<file path="src/sv/vscp_pkg.sv">
// Shared types and constants of the voice start command packer.
// Used by every module of the block; depends on nothing else.
`default_nettype none

package vscp_pkg;

    // Field widths and sizes.
    localparam int SLOT_COUNT          = 20;
    localparam int SLOT_W              = 5;
    localparam int VOICE_W             = 9;
    localparam int GEN_W               = 16;
    localparam int WORD_W              = 32;
    localparam int VOICE_COUNT_DEFAULT = 512;
    localparam int QUEUE_DEPTH         = 2;
    localparam int QUEUE_PTR_W         = $clog2(QUEUE_DEPTH);
    localparam int QUEUE_CNT_W         = $clog2(QUEUE_DEPTH + 1);
    localparam int DIV_STEPS           = 32;
    localparam int DIV_CNT_W           = $clog2(DIV_STEPS + 1);

    // Command constants.
    localparam logic [7:0]  OPCODE_START    = 8'h10;
    localparam logic [31:0] SECOND_FLAG_BIT = 32'h0001_0000;
    localparam logic [31:0] SUSTAIN_FULL    = 32'd1000;
    localparam logic [31:0] RELEASE_NUM     = SUSTAIN_FULL << 20;
    localparam logic [31:0] ATTACK_NUM      = 32'hFFFF_FFFF;
    localparam logic [4:0]  BASE_PAYLOAD    = 5'd5;
    localparam logic [4:0]  LOOP_PAYLOAD    = 5'd2;
    localparam logic [4:0]  FILT_PAYLOAD    = 5'd3;
    localparam logic [4:0]  ENV_PAYLOAD     = 5'd6;

    // Parameter slot indexes.
    localparam logic [4:0] S_ADDR    = 5'd0;
    localparam logic [4:0] S_LEN     = 5'd1;
    localparam logic [4:0] S_LSTART  = 5'd2;
    localparam logic [4:0] S_LEND    = 5'd3;
    localparam logic [4:0] S_LMODE   = 5'd4;
    localparam logic [4:0] S_PHASE   = 5'd5;
    localparam logic [4:0] S_GAIN_L  = 5'd6;
    localparam logic [4:0] S_GAIN_R  = 5'd7;
    localparam logic [4:0] S_FEN     = 5'd8;
    localparam logic [4:0] S_B0      = 5'd9;
    localparam logic [4:0] S_B1      = 5'd10;
    localparam logic [4:0] S_B2      = 5'd11;
    localparam logic [4:0] S_A1      = 5'd12;
    localparam logic [4:0] S_A2      = 5'd13;
    localparam logic [4:0] S_DELAY   = 5'd14;
    localparam logic [4:0] S_ATTACK  = 5'd15;
    localparam logic [4:0] S_HOLD    = 5'd16;
    localparam logic [4:0] S_DECAY   = 5'd17;
    localparam logic [4:0] S_SUSTAIN = 5'd18;
    localparam logic [4:0] S_RELEASE = 5'd19;

    // One classified item as it travels through the queue.
    typedef struct packed {
        logic               is_start;
        logic [SLOT_W-1:0]  slot;
        logic [WORD_W-1:0]  value;
        logic [VOICE_W-1:0] voice;
        logic [GEN_W-1:0]   generation;
    } vscp_item_t;

    // Divider request and response.
    typedef struct packed {
        logic              start;
        logic [WORD_W-1:0] num;
        logic [WORD_W-1:0] den;
    } vscp_div_req_t;

    typedef struct packed {
        logic              busy;
        logic [WORD_W-1:0] quotient;
    } vscp_div_rsp_t;

    // Back-end sequencer states.
    typedef enum logic [1:0] {
        ST_IDLE,
        ST_DIV_START,
        ST_DIV_WAIT,
        ST_EMIT
    } vscp_state_t;

    // Command word kinds in emission order.
    typedef enum logic [4:0] {
        W_HDR, W_GEN, W_ADDR, W_LEN, W_LSTART, W_LEND, W_PHASE, W_GAIN,
        W_F0, W_F1, W_F2, W_DELAY, W_ATK, W_HOLD, W_DEC, W_SUS, W_REL
    } vscp_word_t;

    // Envelope rates computed by the divider.
    typedef enum logic [1:0] {
        RATE_ATTACK,
        RATE_DECAY,
        RATE_RELEASE
    } vscp_rate_t;

endpackage

`default_nettype wire

</file>
<file path="src/sv/vscp_front.sv">
// Front end: unpacks input transfers, drops ignored items, pushes the rest.
// Depends on vscp_pkg.
`default_nettype none

module vscp_front
    import vscp_pkg::*;
#(
    parameter int VOICE_COUNT = VOICE_COUNT_DEFAULT
) (
    input  wire logic        s_tvalid,
    output logic             s_tready,
    input  wire logic [63:0] s_tdata,
    input  wire logic        s_tuser,
    input  wire logic        q_full,
    output logic             q_push,
    output vscp_item_t       q_item
);

    logic slot_ok;
    logic voice_ok;
    logic keep;

    // Unpack the fields from the stream word.
    always_comb begin
        q_item.is_start   = s_tuser;
        q_item.slot       = s_tdata[4:0];
        q_item.value      = s_tdata[36:5];
        q_item.voice      = s_tdata[45:37];
        q_item.generation = s_tdata[61:46];
    end

    // Loads to unused slots and starts for absent voices are dropped here.
    assign slot_ok  = q_item.slot < SLOT_W'(SLOT_COUNT);
    assign voice_ok = {23'd0, q_item.voice} < 32'(VOICE_COUNT);
    assign keep     = q_item.is_start ? voice_ok : slot_ok;

    assign s_tready = !q_full;
    assign q_push   = s_tvalid && !q_full && keep;

endmodule

`default_nettype wire

</file>
<file path="src/sv/vscp_queue.sv">
// Short queue between the front end and the back end.
// Depends on vscp_pkg.
`default_nettype none

module vscp_queue
    import vscp_pkg::*;
(
    input  wire logic       aclk,
    input  wire logic       aresetn,
    input  wire logic       push,
    input  wire vscp_item_t push_item,
    output logic            full,
    input  wire logic       pop,
    output vscp_item_t      head,
    output logic            empty
);

    vscp_item_t              entry_reg [QUEUE_DEPTH];
    logic [QUEUE_PTR_W-1:0]  wr_ptr_reg;
    logic [QUEUE_PTR_W-1:0]  rd_ptr_reg;
    logic [QUEUE_CNT_W-1:0]  count_reg;
    logic                    do_push;
    logic                    do_pop;

    assign full    = count_reg == QUEUE_CNT_W'(QUEUE_DEPTH);
    assign empty   = count_reg == '0;
    assign do_push = push && !full;
    assign do_pop  = pop && !empty;
    assign head    = entry_reg[rd_ptr_reg];

    // Pointer and fill count update.
    always_ff @(posedge aclk) begin
        if (!aresetn) begin
            wr_ptr_reg <= '0;
            rd_ptr_reg <= '0;
            count_reg  <= '0;
        end else begin
            if (do_push) begin
                wr_ptr_reg <= wr_ptr_reg + 1'b1;
            end
            if (do_pop) begin
                rd_ptr_reg <= rd_ptr_reg + 1'b1;
            end
            if (do_push && !do_pop) begin
                count_reg <= count_reg + 1'b1;
            end else if (do_pop && !do_push) begin
                count_reg <= count_reg - 1'b1;
            end
        end
    end

    // Entry storage.
    always_ff @(posedge aclk) begin
        if (do_push) begin
            entry_reg[wr_ptr_reg] <= push_item;
        end
    end

endmodule

`default_nettype wire

</file>
<file path="src/sv/vscp_divider.sv">
// Bit-serial restoring divider giving a saturated ceiling quotient.
// One quotient bit per cycle; a zero divisor gives zero. Depends on vscp_pkg.
`default_nettype none

module vscp_divider
    import vscp_pkg::*;
(
    input  wire logic          aclk,
    input  wire logic          aresetn,
    input  wire vscp_div_req_t req,
    output vscp_div_rsp_t      rsp
);

    logic [WORD_W-1:0]    rem_reg;
    logic [WORD_W-1:0]    quo_reg;
    logic [WORD_W-1:0]    den_reg;
    logic [DIV_CNT_W-1:0] cnt_reg;
    logic [WORD_W:0]      shifted;
    logic [WORD_W:0]      diff;
    logic [WORD_W:0]      rounded;

    assign shifted = {rem_reg, quo_reg[WORD_W-1]};
    assign diff    = shifted - {1'b0, den_reg};

    // Step counter.
    always_ff @(posedge aclk) begin
        if (!aresetn) begin
            cnt_reg <= '0;
        end else if (req.start) begin
            cnt_reg <= DIV_CNT_W'(DIV_STEPS);
        end else if (cnt_reg != '0) begin
            cnt_reg <= cnt_reg - 1'b1;
        end
    end

    // One restoring step per cycle.
    always_ff @(posedge aclk) begin
        if (req.start) begin
            rem_reg <= '0;
            quo_reg <= req.num;
            den_reg <= req.den;
        end else if (cnt_reg != '0) begin
            if (!diff[WORD_W]) begin
                rem_reg <= diff[WORD_W-1:0];
                quo_reg <= {quo_reg[WORD_W-2:0], 1'b1};
            end else begin
                rem_reg <= shifted[WORD_W-1:0];
                quo_reg <= {quo_reg[WORD_W-2:0], 1'b0};
            end
        end
    end

    // Round up on a nonzero remainder and saturate.
    assign rounded = {1'b0, quo_reg} + (WORD_W + 1)'(rem_reg != '0);

    always_comb begin
        rsp.busy = cnt_reg != '0;
        if (den_reg == '0) begin
            rsp.quotient = '0;
        end else if (rounded[WORD_W]) begin
            rsp.quotient = '1;
        end else begin
            rsp.quotient = rounded[WORD_W-1:0];
        end
    end

endmodule

`default_nettype wire

</file>
<file path="src/sv/vscp_back.sv">
// Back end: parameter store, envelope rate sequencing and command emission.
// Depends on vscp_pkg and drives the divider through its request struct.
`default_nettype none

module vscp_back
    import vscp_pkg::*;
(
    input  wire logic          aclk,
    input  wire logic          aresetn,
    input  wire vscp_item_t    head,
    input  wire logic          q_empty,
    output logic               q_pop,
    output vscp_div_req_t      div_req,
    input  wire vscp_div_rsp_t div_rsp,
    output logic               m_tvalid,
    input  wire logic          m_tready,
    output logic [31:0]        m_tdata,
    output logic               m_tlast
);

    logic [WORD_W-1:0]  store_reg [SLOT_COUNT];
    logic [WORD_W-1:0]  rate_reg [3];
    vscp_state_t        state_reg;
    vscp_state_t        state_next;
    vscp_rate_t         rate_idx_reg;
    vscp_word_t         kind_reg;
    vscp_word_t         kind_next;
    logic [VOICE_W-1:0] voice_reg;
    logic [GEN_W-1:0]   gen_reg;
    logic               out_valid_reg;
    logic [WORD_W-1:0]  out_data_reg;
    logic               out_last_reg;

    logic               store_we;
    logic               start_take;
    logic               rate_capture;
    logic               emit_fire;
    logic [7:0]         mode;
    logic               loop_en;
    logic               filt_en;
    logic               env_en;
    logic [3:0]         flags;
    logic [4:0]         payload;
    logic [WORD_W-1:0]  header;
    logic [WORD_W-1:0]  word;
    logic               word_last;

    // Command shape from the stored parameters.
    assign mode    = store_reg[S_LMODE][7:0];
    assign loop_en = mode != '0;
    assign filt_en = store_reg[S_FEN][7:0] != '0;
    assign env_en  = (store_reg[S_DELAY] != '0) || (store_reg[S_ATTACK] != '0) ||
                     (store_reg[S_HOLD] != '0) || (store_reg[S_DECAY] != '0) ||
                     (store_reg[S_SUSTAIN] != '0) || (store_reg[S_RELEASE] != '0);
    assign flags   = {env_en, filt_en, mode[1:0]};
    assign payload = BASE_PAYLOAD + (loop_en ? LOOP_PAYLOAD : 5'd0)
                   + (filt_en ? FILT_PAYLOAD : 5'd0) + (env_en ? ENV_PAYLOAD : 5'd0);
    assign header  = {OPCODE_START, 1'b0, voice_reg, 2'b00, flags, 3'b000, payload};

    // Next state.
    always_comb begin
        state_next = state_reg;
        unique case (state_reg)
            ST_IDLE: begin
                if (!q_empty && head.is_start) begin
                    state_next = env_en ? ST_DIV_START : ST_EMIT;
                end
            end
            ST_DIV_START: begin
                state_next = ST_DIV_WAIT;
            end
            ST_DIV_WAIT: begin
                if (!div_rsp.busy) begin
                    state_next = (rate_idx_reg == RATE_RELEASE) ? ST_EMIT : ST_DIV_START;
                end
            end
            ST_EMIT: begin
                if (emit_fire && word_last) begin
                    state_next = ST_IDLE;
                end
            end
            default: begin
                state_next = ST_IDLE;
            end
        endcase
    end

    // Sequencer outputs.
    always_comb begin
        q_pop        = (state_reg == ST_IDLE) && !q_empty;
        store_we     = q_pop && !head.is_start;
        start_take   = q_pop && head.is_start;
        rate_capture = (state_reg == ST_DIV_WAIT) && !div_rsp.busy;
        emit_fire    = (state_reg == ST_EMIT) && (!out_valid_reg || m_tready);
    end

    // Divider operands for the rate in progress.
    always_comb begin
        div_req.start = state_reg == ST_DIV_START;
        case (rate_idx_reg)
            RATE_ATTACK: begin
                div_req.num = ATTACK_NUM;
                div_req.den = store_reg[S_ATTACK];
            end
            RATE_DECAY: begin
                div_req.num = store_reg[S_SUSTAIN];
                div_req.den = store_reg[S_DECAY];
            end
            default: begin
                div_req.num = RELEASE_NUM;
                div_req.den = store_reg[S_RELEASE];
            end
        endcase
    end

    // Word order, skipping the groups that are not enabled.
    always_comb begin
        kind_next = W_HDR;
        unique case (kind_reg)
            W_HDR:    kind_next = W_GEN;
            W_GEN:    kind_next = W_ADDR;
            W_ADDR:   kind_next = W_LEN;
            W_LEN:    kind_next = loop_en ? W_LSTART : W_PHASE;
            W_LSTART: kind_next = W_LEND;
            W_LEND:   kind_next = W_PHASE;
            W_PHASE:  kind_next = W_GAIN;
            W_GAIN:   kind_next = filt_en ? W_F0 : W_DELAY;
            W_F0:     kind_next = W_F1;
            W_F1:     kind_next = W_F2;
            W_F2:     kind_next = W_DELAY;
            W_DELAY:  kind_next = W_ATK;
            W_ATK:    kind_next = W_HOLD;
            W_HOLD:   kind_next = W_DEC;
            W_DEC:    kind_next = W_SUS;
            W_SUS:    kind_next = W_REL;
            W_REL:    kind_next = W_HDR;
            default:  kind_next = W_HDR;
        endcase
    end

    // The last word depends on which optional groups follow.
    assign word_last = ((kind_reg == W_GAIN) && !filt_en && !env_en) ||
                       ((kind_reg == W_F2) && !env_en) || (kind_reg == W_REL);

    // Word contents.
    always_comb begin
        case (kind_reg)
            W_HDR:    word = header;
            W_GEN:    word = {16'd0, gen_reg};
            W_ADDR:   word = store_reg[S_ADDR];
            W_LEN:    word = store_reg[S_LEN];
            W_LSTART: word = store_reg[S_LSTART];
            W_LEND:   word = store_reg[S_LEND];
            W_PHASE:  word = store_reg[S_PHASE];
            W_GAIN:   word = {store_reg[S_GAIN_R][15:0], store_reg[S_GAIN_L][15:0]};
            W_F0:     word = {store_reg[S_B1][15:0], store_reg[S_B0][15:0]};
            W_F1:     word = {store_reg[S_A1][15:0], store_reg[S_B2][15:0]};
            W_F2:     word = {16'd0, store_reg[S_A2][15:0]} | SECOND_FLAG_BIT;
            W_DELAY:  word = store_reg[S_DELAY];
            W_ATK:    word = rate_reg[RATE_ATTACK];
            W_HOLD:   word = store_reg[S_HOLD];
            W_DEC:    word = rate_reg[RATE_DECAY];
            W_SUS:    word = store_reg[S_SUSTAIN];
            W_REL:    word = rate_reg[RATE_RELEASE];
            default:  word = '0;
        endcase
    end

    // Control registers.
    always_ff @(posedge aclk) begin
        if (!aresetn) begin
            state_reg     <= ST_IDLE;
            rate_idx_reg  <= RATE_ATTACK;
            kind_reg      <= W_HDR;
            out_valid_reg <= 1'b0;
        end else begin
            state_reg <= state_next;
            if (start_take) begin
                rate_idx_reg <= RATE_ATTACK;
                kind_reg     <= W_HDR;
            end else begin
                if (rate_capture) begin
                    rate_idx_reg <= vscp_rate_t'(rate_idx_reg + 2'd1);
                end
                if (emit_fire) begin
                    kind_reg <= kind_next;
                end
            end
            if (emit_fire) begin
                out_valid_reg <= 1'b1;
            end else if (m_tready) begin
                out_valid_reg <= 1'b0;
            end
        end
    end

    // Parameter store, cleared to zero at reset.
    always_ff @(posedge aclk) begin
        if (!aresetn) begin
            for (int i = 0; i < SLOT_COUNT; i++) begin
                store_reg[i] <= '0;
            end
        end else if (store_we) begin
            store_reg[head.slot] <= head.value;
        end
    end

    // Payload registers.
    always_ff @(posedge aclk) begin
        if (start_take) begin
            voice_reg <= head.voice;
            gen_reg   <= head.generation;
        end
        if (rate_capture) begin
            rate_reg[rate_idx_reg] <= div_rsp.quotient;
        end
        if (emit_fire) begin
            out_data_reg <= word;
            out_last_reg <= word_last;
        end
    end

    assign m_tvalid = out_valid_reg;
    assign m_tdata  = out_data_reg;
    assign m_tlast  = out_last_reg;

`ifndef ASSERT_OFF
    // The divider is never restarted while it is still working.
    assert property (@(posedge aclk) disable iff (!aresetn)
        div_req.start |-> !div_rsp.busy)
        else $error("divider started while busy");

    // Loading the final word of a command returns the sequencer to idle.
    assert property (@(posedge aclk) disable iff (!aresetn)
        (emit_fire && word_last) |=> (state_reg == ST_IDLE))
        else $error("sequencer did not finish after the final word");

    // Rate words are emitted only for commands that carry an envelope.
    assert property (@(posedge aclk) disable iff (!aresetn)
        ((state_reg == ST_EMIT) && (kind_reg == W_ATK)) |-> env_en)
        else $error("envelope word emitted without envelope");
`endif

endmodule

`default_nettype wire

</file>
<file path="src/sv/voice_start_command_packer_unit.sv">
// Voice start command packer: top level joining front end, queue, divider and back end.
// Depends on vscp_pkg, vscp_front, vscp_queue, vscp_divider and vscp_back.
//
// Load items (tuser low) write one of twenty parameter slots; start items
// (tuser high) emit a command of 6 to 17 words on the master stream, the
// last one marked by tlast. Load and start items ignored by the command
// rules are dropped by the front end. A two-entry queue decouples input from
// the back end, so up to two items are absorbed while a command is still
// being sent. A start leaves the queue; without an envelope its 6 to 11
// command words are then sent. With an envelope, the shared bit-serial
// divider first computes the three rates in turn, followed by the 12 to 17
// command words. Output stalls delay the emission.
`default_nettype none

module voice_start_command_packer_unit
    import vscp_pkg::*;
#(
    parameter int VOICE_COUNT = VOICE_COUNT_DEFAULT
) (
    input  wire logic        aclk,
    input  wire logic        aresetn,
    input  wire logic        s_tvalid,
    output logic             s_tready,
    // s_tdata: slot [4:0], value [36:5], voice [45:37], generation [61:46], zero above.
    input  wire logic [63:0] s_tdata,
    // s_tuser: operation (0 load, 1 start).
    input  wire logic        s_tuser,
    output logic             m_tvalid,
    input  wire logic        m_tready,
    // m_tdata: command_word [31:0].
    output logic [31:0]      m_tdata,
    output logic             m_tlast
);

    vscp_item_t    push_item;
    vscp_item_t    head;
    logic          q_push;
    logic          q_full;
    logic          q_pop;
    logic          q_empty;
    vscp_div_req_t div_req;
    vscp_div_rsp_t div_rsp;

    // Classification of incoming transfers.
    vscp_front #(
        .VOICE_COUNT (VOICE_COUNT)
    ) u_front (
        .s_tvalid (s_tvalid),
        .s_tready (s_tready),
        .s_tdata  (s_tdata),
        .s_tuser  (s_tuser),
        .q_full   (q_full),
        .q_push   (q_push),
        .q_item   (push_item)
    );

    // Decoupling queue.
    vscp_queue u_queue (
        .aclk      (aclk),
        .aresetn   (aresetn),
        .push      (q_push),
        .push_item (push_item),
        .full      (q_full),
        .pop       (q_pop),
        .head      (head),
        .empty     (q_empty)
    );

    // Shared rate divider.
    vscp_divider u_divider (
        .aclk    (aclk),
        .aresetn (aresetn),
        .req     (div_req),
        .rsp     (div_rsp)
    );

    // Parameter store and command emission.
    vscp_back u_back (
        .aclk     (aclk),
        .aresetn  (aresetn),
        .head     (head),
        .q_empty  (q_empty),
        .q_pop    (q_pop),
        .div_req  (div_req),
        .div_rsp  (div_rsp),
        .m_tvalid (m_tvalid),
        .m_tready (m_tready),
        .m_tdata  (m_tdata),
        .m_tlast  (m_tlast)
    );

endmodule

`default_nettype wire

</file>
<file path="config.mk">
export PLATFORM = sky130hd
export DESIGN_NAME = voice_start_command_packer_unit
export DESIGN_NICKNAME = d
export VERILOG_FILES = /design/src/sv/vscp_pkg.sv /design/src/sv/vscp_front.sv /design/src/sv/vscp_queue.sv /design/src/sv/vscp_divider.sv /design/src/sv/vscp_back.sv /design/src/sv/voice_start_command_packer_unit.sv
export SDC_FILE = /design/constraint.sdc
export NUM_CORES = 1
export LEC_CHECK = 0
export ABC_AREA = 1
export BUFFER_PORTS_ARGS = -buffer_cell sky130_fd_sc_hd__buf_2
export CAP_MARGIN = 0
export CORE_AREA = 3 3 241 338
export CTS_BUF_LIST = sky130_fd_sc_hd__clkbuf_8
export DETAILED_ROUTE_END_ITERATION = 8
export DIE_AREA = 0 0 244 341
export PLACE_DENSITY = 0.76
export SETUP_SLACK_MARGIN = 0.2
export SYNTH_ARGS = -nofsm -noshare
export SYNTH_HDL_FRONTEND = slang
export SYNTH_SLANG_ARGS = --single-unit
</file>
<file path="constraint.sdc">
create_clock -name aclk -period 4.85 [get_ports aclk]
set_input_delay 0.97 -clock aclk [delete_from_list [all_inputs] [get_ports aclk]]
set_output_delay 0.97 -clock aclk [all_outputs]
set_load 0.02 [all_outputs]
</file>
==> results of run 1 <==
power breakdown:
group | internal [mW] | switching, mW | total, mW
Combinational | 2.04 | 4.97 | 7.01
Sequential | 9.54 | 0.559 | 10.1
Clock | 2.83 | 2.86 | 5.69
cell usage after synthesis (3+ instances only):
master    number  area (sq um)
ha_1          42           526
fa_1           3          60.1
dfxtp_1       53          1060
buf_1         10          37.5
mux2i_1       33           330
a21oi_1      114           571
inv_1        334          1250
o21ai_1        4          20.0
buf_2         41           205
mux2_2        25           282
xor2_1        37           324
nand4_1       72           450
nor3_4         3          48.8
buf_4          3          22.5
a211oi_1       7          52.6
a31oi_1        3          18.8
nand3b_1       6          45.0
a22oi_1       39           293
nor3_1        31           155
or2_2          6          37.5
inv_2          5          18.8
a22o_1        55           482
a32o_1        13           130
o21ai_0      105           526
clkbuf_1     121           454
nand2_1      694          2610
a221oi_1      65           569
nand2_2       11          68.8
edfxtp_1     824         24700
o21bai_1       5          37.5
nor2_1       748          2810
xnor2_1        3          26.3
nor4_1        16           100
nand3_1      144           721
metal layers:
layer  vias to the layer above  part of all wire  track usage
met2                      1919              0.49        0.466
li1                      13000                 -            -
met3                       424              0.10       0.0519
met5                         -                 0            0
met1                     13800              0.34        0.326
met4                         0             0.070        0.176
critical path, stage by stage (launching register included):
cell and delay [ns]:
edfxtp_1 0.50, nor2_1 0.14, nand3_1 0.08, nor2_1 0.12
nand2_1 0.06, nor2_1 0.34, nand2_1 0.11, nor2_1 0.20
nand2_1 0.23, inv_1 0.22, fa_1 0.44, inv_1 0.06
ha_1 0.19, fa_1 0.40, nand2_1 0.08, nand2_1 0.07
a211oi_1 0.40, nand4_1 0.20
kinds of logic (layout without fill, tap and decap cells):
kind of cell               count (synthesis)  count (layout)  share of synthesized area
and+or+nand+nor                         1741            1741                      0.181
DFF                                      877             877                      0.657
buffers and inverters                    516             769                     0.0511
AOI/OAI and AO/OA                        420             420                     0.0707
muxes                                     59              59                     0.0159
adders and majority gates                 45              45                     0.0149
xor gates and xnor gates                  40              40                    0.00892
other                                      0               2                          0
layout make-up:
class,count,area share
inverter,340,0.0292
antenna,2,0.000115
multi-input combinational,2305,0.266
clock inverter,100,0.0125
clock buffer,136,0.0428
tap,1054,0.0302
timing repair buffer,193,0.0288
sequential,877,0.591
through the flow:
stage / hold WS [ns] / instance area [sq um]
after floorplan: 0.425 / 39300
after global placement: 0.422 / 41300
after detailed placement: 0.444 / 41300
after CTS: 0.307 / 43700
after global routing: 0.320 / 43700
final: 0.361 / 43700
how the worst max path moves through the flow:
stage | cells past startpoint | slack, ns | to | start
floorplan | 4 | 0.19 | u_queue.entry_reg[0][0]$_DFFE_PP_ | s_tdata[2]
global placement | 17 | 0.83 | u_back.m_tdata[2]$_DFFE_PP_ | u_back.store_reg[18][14]$_SDFFCE_PN0P_
detailed placement | 17 | 0.77 | u_back.m_tdata[2]$_DFFE_PP_ | u_back.store_reg[18][14]$_SDFFCE_PN0P_
CTS | 17 | 0.76 | u_back.m_tdata[2]$_DFFE_PP_ | u_back.store_reg[18][14]$_SDFFCE_PN0P_
global route | 17 | 0.57 | u_back.m_tdata[2]$_DFFE_PP_ | u_back.store_reg[18][18]$_SDFFCE_PN0P_
finish | 17 | 0.72 | u_back.m_tdata[2]$_DFFE_PP_ | u_back.store_reg[18][14]$_SDFFCE_PN0P_
==> flow_summary.json, run 1 <==
{
  "status": "finished clean",
  "die-area_sq_um": 83200,
  "tns_ns": 0,
  "r2r_cells": 17,
  "hold_viol": 0,
  "hold_path.class": "input pin to flop",
  "fin_nets": 3962,
  "drt_first_pass_iters": 6,
  "antenna_found_initial": 1,
  "postCtsSetupRepairBufs": 0,
  "seq_area_frac_synth": 0.657,
  "mostFrequentLayoutCell": "edfxtp_1",
  "period_share": 0.851,
  "hpwl_mm": 78.7,
  "powerDensity_nw_per_um2": 522,
  "synth_edf_count": 824,
  "port_buffers": 101,
  "dp_cells": 4769,
  "die_x_microns": 244,
  "syn_area_per_cell_sq_um": 10.6,
  "nFillCells": 6627,
  "async_flop_share": 0,
  "multi_input_area_sq_um": 11600,
  "drt_iter0_drc": 3907,
  "grt-ovfl-total": 0,
  "register_area_sq_um": 25800,
  "synth_nets": 3812,
  "netlist_instances": 3698,
  "worstHoldEndpoint": "u_queue.entry_reg[0][2]$_DFFE_PP_",
  "die_y_microns": 341,
  "grt_first_pass_wirelength_mm": 172,
  "place_congestion": 0.940,
  "tightest_slew_ns": 1.18,
  "syn-cell-area_sq_um": 39300,
  "cts_sinks": 877,
  "drc": 0,
  "grt_max_degree": 92,
  "min_from": "s_tdata[48]",
  "synth_cell_type_count": 50,
  "utilization": 0.555,
  "setup_viol": 0,
  "ant_nets": 0,
  "io_pins": 104,
  "reg2reg_to": "u_back.m_tdata[2]$_DFFE_PP_",
  "first_global_vias": 28700,
  "final_layout_size_suffix_gt1_frac": 0.114,
  "routed_wl_mm": 115,
  "power_mw": 22.8,
  "r2r_start": "u_back.store_reg[18][14]$_SDFFCE_PN0P_",
  "finClkSkew_ns": 0.0421,
  "rows": 122,
  "path_max_fanout": 5,
  "cap_viol_max_count": 0,
  "postCtsHoldBufs": 0,
  "syn_to_final_growth_pct": 11.3,
  "slew_headroom": 0.196,
  "cts_max_level": 4,
  "setup.worst_path.end_class": "flop",
  "leakagePower_nw": 17.6,
  "cts_root_buf": "clkbuf_8",
  "synthFlopType": "edfxtp_1",
  "min_period_ns": 4.13,
  "place_ws_ns": 0.768,
  "post_cts_resize_count": 0,
  "path_clk_slew_ns": 0.07,
  "rsz0062_at_grt": "no",
  "clockBufferDepth": 3,
  "core_sq_um": 78800,
  "required_ns": 5.34,
  "r2r_setup_slack_ns": 0.72,
  "grt_use_total": 0.276,
  "fmax_mhz": 242,
  "ir_drop_mv": 0.366,
  "final_cells": 5007,
  "wl_per_cell_microns": 23.0,
  "start_util": 0.499,
  "slew_violations": 0,
  "critPathLaunchType": "flop",
  "cts_tree": "built",
  "fin_ws_ns": 0.721,
  "crit_type": "flop to flop",
  "viasPerCell": 5.84,
  "hold_depth": 1,
  "final_cell_mix": "edfxtp_1, nor2_1, nand2_1, inv_1, nand3_1",
  "via_count": 29200,
  "ys_ff_latch": 877,
  "clk_latency_ns": 0.81,
  "cp.arrival_ns": 4.62,
  "yosys_warnings": 0,
  "numCtsBuffers": 131,
  "largest_reg_flops": 480
}
(Power assumes the default switching activity.)
==> run 2, diff against run 1 <==
--- a/config.mk
+++ b/config.mk
@@ -8,12 +8,13 @@
 export ABC_AREA = 1
 export BUFFER_PORTS_ARGS = -buffer_cell sky130_fd_sc_hd__buf_2
 export CAP_MARGIN = 0
-export CORE_AREA = 3 3 241 338
+export CORE_AREA = 3 3 247 346
 export CTS_BUF_LIST = sky130_fd_sc_hd__clkbuf_8
 export DETAILED_ROUTE_END_ITERATION = 8
-export DIE_AREA = 0 0 244 341
+export DIE_AREA = 0 0 250 349
 export PLACE_DENSITY = 0.76
 export SETUP_SLACK_MARGIN = 0.2
 export SYNTH_ARGS = -nofsm -noshare
 export SYNTH_HDL_FRONTEND = slang
+export SYNTH_HIERARCHICAL = 1
 export SYNTH_SLANG_ARGS = --single-unit
==> flow_summary.json, run 2 <==
{
  "leakagePower_nw": 18.2,
  "die-area_sq_um": 87300,
  "die_y_microns": 349,
  "endpoint": "u_back/m_tdata[2]$_DFFE_PP_",
  "place_area_sq_um": 42000,
  "r2r_setup_slack_ns": 1.04,
  "netlist_instances": 3901,
  "path_max_fanout": 6,
  "drt_first_pass_iters": 6,
  "cts_max_level": 3,
  "seq_area_frac_synth": 0.626,
  "critPathTopFamily": "simple AND/OR/NAND/NOR gates",
  "wl_per_cell_microns": 22.7,
  "die_x_microns": 250,
  "slew_violations": 0,
  "crit_path_frequent_cell": "nand2_1",
  "ys_ff_latch": 877,
  "hold_path.class": "input pin to flop",
  "dp_cells": 4890,
  "io_pins": 104,
  "synthFlopType": "edfxtp_1",
  "final_cells": 5110,
  "grt_use_total": 0.261,
  "utilization": 0.537,
  "tns_ns": 0,
  "mostFrequentLayoutCell": "edfxtp_1",
  "clk_latency_ns": 0.80,
  "cap_viol_max_count": 0,
  "drt_iter0_drc": 3343,
  "min_period_ns": 3.81,
  "status": "finished clean",
  "critPathLaunchType": "flop",
  "post_cts_resize_count": 0,
  "cts_root_buf": "clkbuf_8",
  "yosys_warnings": 6,
  "grt-ovfl-total": 0,
  "r2r_start": "u_back/store_reg[17][19]$_SDFFCE_PN0P_",
  "required_ns": 5.35,
  "start_util": 0.499,
  "cp.depth": 18,
  "grt_first_pass_wirelength_mm": 171,
  "slowest_stage": "fa_1",
  "port_buffers": 101,
  "synthTopCellsByArea": "edfxtp_1, nor2_1, nand2_1",
  "cts_sinks": 877,
  "setup.worst_path.start": "u_back/store_reg[17][19]$_SDFFCE_PN0P_",
  "yosysTopAreaCell": "edfxtp_1",
  "first_global_vias": 28800,
  "core_sq_um": 82700,
  "final_cell_mix": "edfxtp_1, nor2_1, nand2_1, inv_1, nand3_1",
  "slew_headroom": 0.146,
  "synth_commonest_cells": "edfxtp_1, nor2_1, nand2_1, inv_1, nand3_1",
  "syn_area_per_cell_sq_um": 10.6,
  "place_congestion": 0.916,
  "clockBufferDepth": 3,
  "synth_top_area_frac": 0.600,
  "design_area_sq_um": 44400,
  "rows": 125,
  "crit_chain": "nor2_1 > nand2_1 > nor2_1 > nand2_1 > nor2_1 > nand2_1 > nor2_1 > nand2_1 > buf_4 > inv_1 > fa_1 > inv_1 > ha_1 > fa_1 > nand2_1 > nand3_1 > a211oi_1 > nand4_1",
  "crit_type": "flop to flop",
  "routed_wl_mm": 116,
  "ir_drop_mv": 0.299,
  "crit_path_max_incr_delay_ns": 0.43,
  "via_count": 29300,
  "antenna_found_initial": 1,
  "rsz0062_at_grt": "no",
  "worst-path-buf-inv": 3,
  "period_share": 0.785,
  "power_mw": 23.7,
  "setup_viol": 0,
  "finClkSkew_ns": 0.0470,
  "path_clk_slew_ns": 0.07,
  "final_layout_size_suffix_gt1_frac": 0.130,
  "cp.arrival_ns": 4.31,
  "reg2reg_to": "u_back/m_tdata[2]$_DFFE_PP_",
  "hpwl_mm": 78.5,
  "viasPerCell": 5.74,
  "yosysMostFrequentCell": "edfxtp_1",
  "numCtsBuffers": 121,
  "powerDensity_nw_per_um2": 533,
  "place_ws_ns": 1.14,
  "synth_cell_type_count": 59,
  "tightest_slew_ns": 1.28,
  "async_flop_share": 0,
  "grt_max_degree": 77,
  "postCtsSetupRepairBufs": 0,
  "fmax_mhz": 263,
  "fin_nets": 4048,
  "r2r_cells": 18,
  "cts_tree": "built",
  "synth_edf_count": 824,
  "nFillCells": 7048,
  "largest_reg_flops": 480,
  "fin_ws_ns": 1.04,
  "drc": 0,
  "postCtsHoldBufs": 0,
  "setup.worst_path.end_class": "flop",
  "synth_nets": 4015,
  "syn_to_final_growth_pct": 7.75,
  "ant_nets": 0,
  "hold_depth": 1,
  "syn-cell-area_sq_um": 41300,
  "hold_viol": 0,
  "fin_hold_ws_ns": 0.371
}
run 2: cell types whose count changed after synthesis, moves of 19 or more:
cell / change
mux2i_1: -33
mux2_2: -22
nand2_4: +19
buf_4: +63
nor2_2: +56
nor2_1: -19
clkbuf_1: -23
buf_6: +37
nand2_1: +22
inv_1: +48
inv_2: +21
a21oi_1: -50
mux2_4: +60
run 2: cells by family (layout without fill, tap and decap cells):
family / Yosys count / in the layout / synth area share
muxes: 63 / 63 / 0.0227
buffers and inverters: 657 / 786 / 0.0759
adders and majority gates: 45 / 45 / 0.0142
AOI/OAI and AO/OA: 389 / 389 / 0.0641
and+or+nand+nor: 1837 / 1837 / 0.191
xor gates and xnor gates: 33 / 33 / 0.00701
DFF: 877 / 877 / 0.626
other: 0 / 1 / 0
run 2: worst min-delay path by stage:
stage / from / to / slack, ns
finish: s_tdata[11] / u_queue/entry_reg[1][31]$_DFFE_PP_ / 0.37
global route: s_tdata[5] / u_queue/entry_reg[1][25]$_DFFE_PP_ / 0.35
CTS: s_tdata[50] / u_queue/entry_reg[0][4]$_DFFE_PP_ / 0.34
detailed placement: u_divider/cnt_reg[0]$_SDFFE_PP0P_ / u_divider/cnt_reg[0]$_SDFFE_PP0P_ / 0.44
global placement: u_divider/cnt_reg[0]$_SDFFE_PP0P_ / u_divider/cnt_reg[0]$_SDFFE_PP0P_ / 0.43
floorplan: u_divider/cnt_reg[0]$_SDFFE_PP0P_ / u_divider/cnt_reg[0]$_SDFFE_PP0P_ / 0.42
run 2: layout make-up:
class,instances,area [sq um],share of cell area
repair buffers,150,923,0.0208
inverters,417,1570,0.0352
diodes,1,2.50,0.0000563
multi-input cells,2367,12400,0.278
flip-flops and latches,877,25800,0.581
clock buffers,121,1670,0.0375
clock inverters,98,762,0.0171
well taps,1079,1350,0.0304
run 2: layer usage:
metal,global-route usage,part of all wire,vias to the layer above
met5,0,0,-
met4,0.150,0.060,0
met3,0.0476,0.10,345
met2,0.451,0.49,1746
met1,0.306,0.35,14000
li1,-,-,13200
run 2: where the power goes:
| part | total, mW | switching (mW) | internal [mW] |
|---|---|---|---|
| registers | 10.2 | 0.575 | 9.60 |
| logic | 7.72 | 5.50 | 2.21 |
| clock network | 5.78 | 2.80 | 2.98 |
